**src/hw/rtl/assert_macros.svh**
```systemverilog
// Assertion macros shared by the timer table RTL.
// Depends on nothing; files that check their own logic include it by bare name.
`ifndef ASSERT_MACROS_SVH
`define ASSERT_MACROS_SVH
`ifndef SYNTHESIS
// Clocked property, masked while reset is asserted.
`define AST_CLK(lbl, clk, rst_n, prop, msg) \
	lbl: assert property (@(posedge clk) disable iff (!rst_n) prop) else $error(msg);
// Clocked property that must also hold through reset.
`define AST_CLK_NR(lbl, clk, prop, msg) \
	lbl: assert property (@(posedge clk) prop) else $error(msg);
`else
`define AST_CLK(lbl, clk, rst_n, prop, msg)
`define AST_CLK_NR(lbl, clk, prop, msg)
`endif
`endif

```
**src/hw/rtl/otmr_pkg.sv**
```systemverilog
// Shared types and codes for the one-shot timer table.
// No dependencies; used by otmr_cell, otmr_ctrl and the top level.
`timescale 1ns / 1ps
`default_nettype none

package otmr_pkg;

	typedef enum logic [1:0] {
		CMD_TICK   = 2'd0,
		CMD_CREATE = 2'd1,
		CMD_DELETE = 2'd2,
		CMD_NONE   = 2'd3
	} cmd_t;

	typedef enum logic [2:0] {
		ST_CREATED = 3'd0,
		ST_INVALID = 3'd1,
		ST_FULL    = 3'd2,
		ST_DELETED = 3'd3,
		ST_EXPIRED = 3'd4,
		ST_TICKEND = 3'd5
	} status_t;

	typedef enum logic [1:0] {
		FSM_IDLE = 2'd0,
		FSM_SCAN = 2'd1,
		FSM_END  = 2'd2
	} fsm_t;

	// Broadcast from the sequencer to every slot cell
	typedef struct packed {
		logic        scan_tick;
		logic        del_en;
		logic [31:0] tick_now;
		logic [31:0] wr_callback;
		logic [31:0] wr_arg;
		logic [31:0] wr_deadline;
	} cell_ctl_t;

	typedef struct packed {
		status_t     status;
		logic [3:0]  slot_index;
		logic [31:0] fired_callback;
		logic [31:0] fired_arg;
		logic [31:0] tick_now;
		logic        last;
	} result_t;

endpackage

`default_nettype wire

```
**src/hw/rtl/one_shot_timer_table_core.sv**
```systemverilog
// Top level of the one-shot timer table: sequencer plus a row of slot cells.
// Depends on otmr_pkg, otmr_ctrl, otmr_cell and assert_macros.svh.
`timescale 1ns / 1ps
`default_nettype none
`include "assert_macros.svh"

// A command transfers at a rising edge with start high and busy low. Every
// result is shown for exactly one cycle with valid high and cannot be held
// off, so the receiver must take it on that edge. Results are registered:
// each shows in the cycle after the one that decided it. Delete and
// rejected create finish in the transfer cycle itself. A create walks the
// scan token from slot 0 to the lowest free slot, one slot a cycle, and
// ends with the full result when no slot is free. A tick walks the token
// over every slot, one slot a cycle, with at most one expiry result a
// cycle, then gives the tick-end result. The walk of the token along the
// cell row sets how long a create or a tick keeps busy high. slot_index
// carries the low four bits of the slot number. The tick counter wraps at
// 32 bits and deadlines compare unsigned against it.
module one_shot_timer_table_core #(
	parameter int NUM_SLOTS = 16
) (
	input  wire logic        clk,
	input  wire logic        arst_n,
	input  wire logic        start,
	output logic             busy,
	input  wire logic [1:0]  command,
	input  wire logic [31:0] callback_id,
	input  wire logic [31:0] user_arg,
	input  wire logic [31:0] deadline,
	input  wire logic [3:0]  slot_handle,
	output logic             valid,
	output logic [2:0]       status,
	output logic [3:0]       slot_index,
	output logic [31:0]      fired_callback,
	output logic [31:0]      fired_arg,
	output logic [31:0]      tick_now,
	output logic             last
);

	otmr_pkg::cell_ctl_t ctl;
	otmr_pkg::result_t   res;
	logic                launch;
	logic [NUM_SLOTS-1:0] tok_out;
	logic [NUM_SLOTS-1:0] hit;
	logic [NUM_SLOTS-1:0] del_sel;
	logic [31:0]          cell_cb  [NUM_SLOTS];
	logic [31:0]          cell_arg [NUM_SLOTS];
	logic                 any_hit;
	logic [31:0]          hit_callback;
	logic [31:0]          hit_arg;

	// Sequencer: decode commands, hold the tick counter, drive the scan
	otmr_ctrl #(
		.NUM_SLOTS (NUM_SLOTS)
	) u_ctrl (
		.clk          (clk),
		.arst_n       (arst_n),
		.start        (start),
		.command      (command),
		.callback_id  (callback_id),
		.user_arg     (user_arg),
		.deadline     (deadline),
		.slot_handle  (slot_handle),
		.any_hit      (any_hit),
		.hit_callback (hit_callback),
		.hit_arg      (hit_arg),
		.busy         (busy),
		.launch       (launch),
		.ctl          (ctl),
		.valid        (valid),
		.res          (res)
	);

	// Row of slot cells; the token enters at slot 0 and moves right one
	// cell per cycle, so the scan visits slots in index order
	for (genvar i = 0; i < NUM_SLOTS; i++) begin : g_cell
		// decode the delete handle against this slot's number
		assign del_sel[i] = ctl.del_en && ({3'b000, slot_handle} == 7'(i));

		otmr_cell u_cell (
			.clk      (clk),
			.arst_n   (arst_n),
			.ctl      (ctl),
			.del_sel  (del_sel[i]),
			.tok_in   ((i == 0) ? launch : tok_out[(i == 0) ? 0 : i - 1]),
			.tok_out  (tok_out[i]),
			.hit      (hit[i]),
			.callback (cell_cb[i]),
			.arg      (cell_arg[i])
		);
	end

	// Only the token holder can hit, so an AND-OR gather picks its payload
	always_comb begin
		any_hit      = 1'b0;
		hit_callback = '0;
		hit_arg      = '0;
		for (int i = 0; i < NUM_SLOTS; i++) begin
			any_hit      = any_hit | hit[i];
			hit_callback = hit_callback | (hit[i] ? cell_cb[i] : 32'd0);
			hit_arg      = hit_arg | (hit[i] ? cell_arg[i] : 32'd0);
		end
	end

	// Drive the result ports from the registered result
	assign status         = res.status;
	assign slot_index     = res.slot_index;
	assign fired_callback = res.fired_callback;
	assign fired_arg      = res.fired_arg;
	assign tick_now       = res.tick_now;
	assign last           = res.last;

	`AST_CLK(a_single_hit, clk, arst_n, $onehot0(hit), "more than one slot hit in a cycle")
	`AST_CLK(a_single_token, clk, arst_n, $onehot0({tok_out, launch}), "scan token duplicated")

endmodule

`default_nettype wire

```
**src/hw/rtl/otmr_cell.sv**
```systemverilog
// One timer slot of the table: used flag, deadline, callback and argument.
// Passes the scan token to its right-hand neighbour. Depends on otmr_pkg and assert_macros.svh.
`timescale 1ns / 1ps
`default_nettype none
`include "assert_macros.svh"

module otmr_cell (
	input  wire logic                 clk,
	input  wire logic                 arst_n,
	input  wire otmr_pkg::cell_ctl_t  ctl,
	input  wire logic                 del_sel,
	input  wire logic                 tok_in,
	output logic                      tok_out,
	output logic                      hit,
	output logic [31:0]               callback,
	output logic [31:0]               arg
);

	logic        tok_q;
	logic        used_q;
	logic [31:0] deadline_q;
	logic [31:0] callback_q;
	logic [31:0] arg_q;
	logic        expired;

	assign expired  = used_q && (ctl.tick_now >= deadline_q);
	assign hit      = tok_q && (ctl.scan_tick ? expired : !used_q);
	// a claiming create keeps the token here
	assign tok_out  = tok_q && !(hit && !ctl.scan_tick);
	assign callback = callback_q;
	assign arg      = arg_q;

	always_ff @(posedge clk or negedge arst_n) begin
		if (!arst_n) begin
			tok_q  <= 1'b0;
			used_q <= 1'b0;
		end else begin
			tok_q <= tok_in;
			if (del_sel) begin
				used_q <= 1'b0;
			end else if (hit) begin
				used_q <= !ctl.scan_tick;
			end
		end
	end

	always_ff @(posedge clk) begin
		if (hit && !ctl.scan_tick) begin
			deadline_q <= ctl.wr_deadline;
			callback_q <= ctl.wr_callback;
			arg_q      <= ctl.wr_arg;
		end
	end

	`AST_CLK(a_claim_sets_used, clk, arst_n, (hit && !ctl.scan_tick) |=> used_q, "claim lost")
	`AST_CLK(a_expiry_frees, clk, arst_n, (hit && ctl.scan_tick) |=> !used_q, "expiry kept slot")

endmodule

`default_nettype wire

```
**src/hw/rtl/otmr_ctrl.sv**
```systemverilog
// Command sequencer: tick counter, scan walk, result register.
// Depends on otmr_pkg and assert_macros.svh.
`timescale 1ns / 1ps
`default_nettype none
`include "assert_macros.svh"

module otmr_ctrl #(
	parameter int NUM_SLOTS = 16
) (
	input  wire logic                 clk,
	input  wire logic                 arst_n,
	input  wire logic                 start,
	input  wire logic [1:0]           command,
	input  wire logic [31:0]          callback_id,
	input  wire logic [31:0]          user_arg,
	input  wire logic [31:0]          deadline,
	input  wire logic [3:0]           slot_handle,
	input  wire logic                 any_hit,
	input  wire logic [31:0]          hit_callback,
	input  wire logic [31:0]          hit_arg,
	output logic                      busy,
	output logic                      launch,
	output otmr_pkg::cell_ctl_t       ctl,
	output logic                      valid,
	output otmr_pkg::result_t         res
);

	localparam int CW = (NUM_SLOTS > 1) ? $clog2(NUM_SLOTS) : 1;
	localparam logic [CW-1:0] LAST_IDX = CW'(NUM_SLOTS - 1);

	otmr_pkg::fsm_t    state_q, state_d;
	otmr_pkg::cmd_t    cmd;
	otmr_pkg::result_t res_d, res_q;
	logic              valid_d, valid_q;
	logic              del_en;
	logic              accept;
	logic              handle_oob;
	logic [CW-1:0]     cnt_q;
	logic [6:0]        cnt_ext;
	logic [31:0]       tick_q;
	logic              scan_tick_q;
	logic [31:0]       wr_callback_q;
	logic [31:0]       wr_arg_q;
	logic [31:0]       wr_deadline_q;

	assign cmd        = otmr_pkg::cmd_t'(command);
	assign busy       = (state_q != otmr_pkg::FSM_IDLE);
	assign accept     = start && !busy;
	assign handle_oob = ({3'b000, slot_handle} >= 7'(NUM_SLOTS));
	assign cnt_ext    = 7'(cnt_q);

	always_comb begin
		state_d          = state_q;
		res_d            = '0;
		res_d.tick_now   = tick_q;
		valid_d          = 1'b0;
		launch           = 1'b0;
		del_en           = 1'b0;
		case (state_q)
			otmr_pkg::FSM_IDLE: begin
				if (start) begin
					case (cmd)
						otmr_pkg::CMD_TICK: begin
							launch  = 1'b1;
							state_d = otmr_pkg::FSM_SCAN;
						end
						otmr_pkg::CMD_CREATE: begin
							if (callback_id == 32'd0 || deadline == 32'd0) begin
								valid_d      = 1'b1;
								res_d.status = otmr_pkg::ST_INVALID;
								res_d.last   = 1'b1;
							end else begin
								launch  = 1'b1;
								state_d = otmr_pkg::FSM_SCAN;
							end
						end
						otmr_pkg::CMD_DELETE: begin
							valid_d          = 1'b1;
							res_d.slot_index = slot_handle;
							res_d.last       = 1'b1;
							if (handle_oob) begin
								res_d.status = otmr_pkg::ST_INVALID;
							end else begin
								del_en       = 1'b1;
								res_d.status = otmr_pkg::ST_DELETED;
							end
						end
						default: ;
					endcase
				end
			end
			otmr_pkg::FSM_SCAN: begin
				res_d.slot_index = cnt_ext[3:0];
				if (scan_tick_q) begin
					if (any_hit) begin
						valid_d              = 1'b1;
						res_d.status         = otmr_pkg::ST_EXPIRED;
						res_d.fired_callback = hit_callback;
						res_d.fired_arg      = hit_arg;
					end
					if (cnt_q == LAST_IDX) begin
						state_d = otmr_pkg::FSM_END;
					end
				end else if (any_hit) begin
					valid_d      = 1'b1;
					res_d.status = otmr_pkg::ST_CREATED;
					res_d.last   = 1'b1;
					state_d      = otmr_pkg::FSM_IDLE;
				end else if (cnt_q == LAST_IDX) begin
					valid_d          = 1'b1;
					res_d.status     = otmr_pkg::ST_FULL;
					res_d.slot_index = 4'd0;
					res_d.last       = 1'b1;
					state_d          = otmr_pkg::FSM_IDLE;
				end
			end
			otmr_pkg::FSM_END: begin
				valid_d      = 1'b1;
				res_d.status = otmr_pkg::ST_TICKEND;
				res_d.last   = 1'b1;
				state_d      = otmr_pkg::FSM_IDLE;
			end
			default: begin
				state_d = otmr_pkg::FSM_IDLE;
			end
		endcase
	end

	always_ff @(posedge clk or negedge arst_n) begin
		if (!arst_n) begin
			state_q     <= otmr_pkg::FSM_IDLE;
			valid_q     <= 1'b0;
			cnt_q       <= '0;
			tick_q      <= '0;
			scan_tick_q <= 1'b0;
		end else begin
			state_q <= state_d;
			valid_q <= valid_d;
			if (state_q == otmr_pkg::FSM_SCAN) begin
				cnt_q <= cnt_q + CW'(1);
			end else begin
				cnt_q <= '0;
			end
			if (accept) begin
				scan_tick_q <= (cmd == otmr_pkg::CMD_TICK);
				if (cmd == otmr_pkg::CMD_TICK) begin
					tick_q <= tick_q + 32'd1;
				end
			end
		end
	end

	always_ff @(posedge clk) begin
		res_q <= res_d;
		if (accept) begin
			wr_callback_q <= callback_id;
			wr_arg_q      <= user_arg;
			wr_deadline_q <= deadline;
		end
	end

	assign ctl.scan_tick   = scan_tick_q;
	assign ctl.del_en      = del_en;
	assign ctl.tick_now    = tick_q;
	assign ctl.wr_callback = wr_callback_q;
	assign ctl.wr_arg      = wr_arg_q;
	assign ctl.wr_deadline = wr_deadline_q;
	assign valid           = valid_q;
	assign res             = res_q;

	`AST_CLK(a_tick_advances, clk, arst_n, (accept && cmd == otmr_pkg::CMD_TICK) |=> (tick_q == $past(tick_q) + 32'd1), "tick counter did not advance")
	`AST_CLK(a_claim_ends_scan, clk, arst_n, (state_q == otmr_pkg::FSM_SCAN && !scan_tick_q && any_hit) |=> (state_q == otmr_pkg::FSM_IDLE), "create scan ran on")
	`AST_CLK(a_last_when_idle, clk, arst_n, (valid_q && res_q.last) |-> (state_q == otmr_pkg::FSM_IDLE), "final result while still busy")

endmodule

`default_nettype wire

```
**config.mk**
```make
export PLATFORM = sky130hd
export DESIGN_NAME = one_shot_timer_table_core
export DESIGN_NICKNAME = d
export VERILOG_FILES = /design/src/hw/rtl/otmr_pkg.sv /design/src/hw/rtl/one_shot_timer_table_core.sv /design/src/hw/rtl/otmr_cell.sv /design/src/hw/rtl/otmr_ctrl.sv
export VERILOG_INCLUDE_DIRS = /design/src /design/src/hw/rtl
export SDC_FILE = /design/constraint.sdc
export NUM_CORES = 2
export LEC_CHECK = 0
export BUFFER_PORTS_ARGS = -buffer_cell sky130_fd_sc_hd__buf_2
export CAP_MARGIN = 10
export CORE_ASPECT_RATIO = 0.8
export CORE_MARGIN = 2
export CORE_UTILIZATION = 55
export CTS_CLUSTER_SIZE = 16
export DETAILED_ROUTE_END_ITERATION = 6
export HOLD_SLACK_MARGIN = 0.12
export PLACE_DENSITY = 0.81
export REMOVE_ABC_BUFFERS = 1
export SETUP_SLACK_MARGIN = 0.1
export SLEW_MARGIN = 10
export SYNTH_ARGS = -nofsm -noshare
export SYNTH_HDL_FRONTEND = slang
export SYNTH_HIERARCHICAL = 1
export SYNTH_SLANG_ARGS = --single-unit
```
**constraint.sdc**
```tcl
create_clock -name clk -period 9.6 [get_ports clk]
set_input_delay 0 -clock clk [delete_from_list [all_inputs] [get_ports clk]]
set_output_delay 0 -clock clk [all_outputs]
set_load 0.01 [all_outputs]
```
==> key figures <==
Status
  – Status: complete, but fails checks
  – Failing checks: design-rule violations

Global route
  – Total GRT Usage: 0.299
  – Met1 Usage GRT: 0.388
  – Remaining Overflow, GRT: 0
  – First-pass GRT wire length: 303000 µm
  – Initial antenna violation count: 12
  – Largest net degree at the start of global routing: 67
  – GR peak layer: met2
  – GR met3 Demand/Resource: 0.0685
  – Number of global-route vias before repair: 46200
  – Met2 global-route usage: 0.466

Timing
  – Fmax: 174 MHz
  – Tmin final: 5.76 ns
  – Setup Viol. Count Final: 0
  – Fin crit share: 0.600
  – Slew headroom: 0.152
  – Setup TNS: 0 ns
  – Worst Clk Skew: 0.0559 ns
  – Worst-margin pin slew: 1.27 ns
  – Pins Over Slew Limit: 0
  – Hold Violations, Final: 0
  – Unrepaired setup endpoints after global routing: no

Worst hold path
  – Hold Path Class: in2reg
  – Hold Crit Depth: 3

Route
  – Final WL: 209000 µm
  – Routed wire per std cell: 29.4 µm
  – Number of DRC markers in iteration 0: 6863
  – Routed via count: 46400
  – Final ANT Viol Nets: 0
  – Drt pass-1 iters: 7
  – Vias per cell: 6.52
  – Remaining DRCs: 4

Setup path
  – RR Endpoint: u_ctrl/res[98]
  – Worst path max stage delay: 0.95 ns
  – Critical path's slowest cell: dfrtp_1
  – Worst setup EP type: flop
  – CP Class: reg2reg
  – Reg2reg path depth: 14
  – CP Cell Sequence: inv_1 > ha_1 > nand2b_1 > a2111oi_0 > o32a_1 > a211oi_2 > o311a_4 > buf_4 > nor4_1 > nand4_1 > nor3_1 > nor2_1 > a22o_1 > dlygate4sd3_1
  – CP Launch Type: flop
  – Setup crit end: u_ctrl/res[98]
  – Worst EP required: 10.31 ns
  – Critical Path AT: 6.47 ns
  – Worst r2r src: u_ctrl/tick_q[0]
  – Critical-path maximum fanout: 34
  – Setup crit start: u_ctrl/tick_q[0]
  – Reg2Reg Setup Slack: 3.84 ns

Floorplanning
  – Die area: 138000 µm²
  – Chip Height: 333 µm
  – Top Ports: 211
  – Die W: 415 µm
  – Core area: 134000 µm²
  – Row Count: 120
  – Initial Util: 0.555

Synthesis
  – Cells after Synth: 4700
  – Synthesized area per cell: 15.8 µm²
  – Post-Syn Area: 74400 µm²
  – Yosys warns: 6

Finish
  – Nets: 5814
  – Share of layout cells above drive strength 1: 0.127
  – Post-route cell area: 85200 µm²
  – Synthesis-to-finish area growth: 14.5%
  – Most frequent cells in the layout: edfxtp_1 (1632), inv_1 (534), ha_1 (517), a22o_1 (259), a221oi_1 (238)
  – Filler cells: 8737
  – Leading cell type in the layout, fill and taps excluded: edfxtp_1
  – Register Area: 52900 µm²
  – Area of the multi-input gates: 18700 µm²

Clock network
  – TritonCTS buffer count: 169
  – Clock slew at the register clock pins of the worst setup and hold paths: 0.07 ns
  – Root Driver: clkbuf_16
  – Worst skew pair latency: 0.83 ns
  – CTS H-Tree Depth: 4
  – Resized Gates After CTS: 0
  – Worst-case clock buffer depth: 3
  – CTS sink cnt: 1808
  – CTS tree: built

Placement
  – Port bufs: 210
  – Hpwl dp: 113000 µm
  – Placed cell area: 77300 µm²
  – Final Wtd Congestion: 0.908

Power
  – Worst-case vdd ir drop: 0.204 mV
  – Leakage power: 32.7 nW
  – P per Cell Area: 194 nW/µm²

Flow run
  – Max_cap viols: 0
state kept, by name, indices dropped and copies added, names as in the netlist:
signal	flops
g_cell.u_cell/deadline_q	512
u_ctrl/scan_tick_q	1
u_ctrl/state_q	2
u_ctrl/tick_q	32
u_ctrl/cnt_q	4
u_ctrl/res	104
u_ctrl/valid	1
g_cell.u_cell/callback	512
g_cell.u_cell/tok_q	16
g_cell.u_cell/used_q	16
u_ctrl/wr_arg_q	32
g_cell.u_cell/arg	512
u_ctrl/wr_callback_q	32
u_ctrl/wr_deadline_q	32
layer usage:
layer / vias to the layer above / routed length [µm]
met5: - / 27
met4: 4 / 12200
met3: 677 / 26700
met2: 3501 / 95800
met1: 22900 / 73900
li1: 19300 / -
cell type report:
type | count | share of cell area
Antenna cell | 5 | 0.000147
Tap cell | 1769 | 0.0260
Multi-Input combinational cell | 2203 | 0.220
Inverter | 534 | 0.0235
Clock buffer | 227 | 0.0552
Sequential cell | 1808 | 0.621
Timing Repair Buffer | 476 | 0.0419
Clock inverter | 89 | 0.0129
per-stage QoR:
stage                     std cells  hold slack [ns]  worst slack (ns)  utilization  total power, mW
final                          7111            0.199              3.84        0.635             16.6
after global routing           7109            0.146              3.84        0.635             16.9
after CTS                      7106            0.123              4.16        0.635             16.5
after detailed placement       6584          -0.0977              4.40        0.577             9.58
after global placement         6584          -0.0994              4.54        0.577             9.55
after floorplan                4545           -0.296            0.0340            -             9.28
how the worst min path moves through the flow:
stage                         startpoint                      to  slack [ns]
after detailed placement          arst_n            u_ctrl/valid        -0.1
after global routing      slot_handle[3]         u_ctrl/res[100]        0.15
final                     slot_handle[3]         u_ctrl/res[100]        0.20
after CTS                 slot_handle[3]         u_ctrl/res[100]        0.12
after global placement            arst_n            u_ctrl/valid        -0.1
after floorplan                   arst_n  g_cell[0].u_cell/tok_q       -0.30
repair_timing:
action / in CTS / in global routing
buffers inserted: 0 / 0
setup endpoints to repair: 0 / 0
hold buffers: 206 / 0
endpoints found under the hold margin: 233 / 0
power by group:
group	switching (mW)	internal, mW
Clock	3.09	3.95
Sequential	0.271	8.74
Combinational	0.284	0.226
worst max-delay path, delay by kind of cell, from the launching register on:
kind,cells,cell delay [ns]
and+or+nand+nor,5,1.39
AOI/OAI and AO/OA,5,1.74
buffers and inverters,3,1.12
DFF,1,0.95
adders and majority gates,1,0.31
No activity file was read; power rests on OpenSTA's default activity.
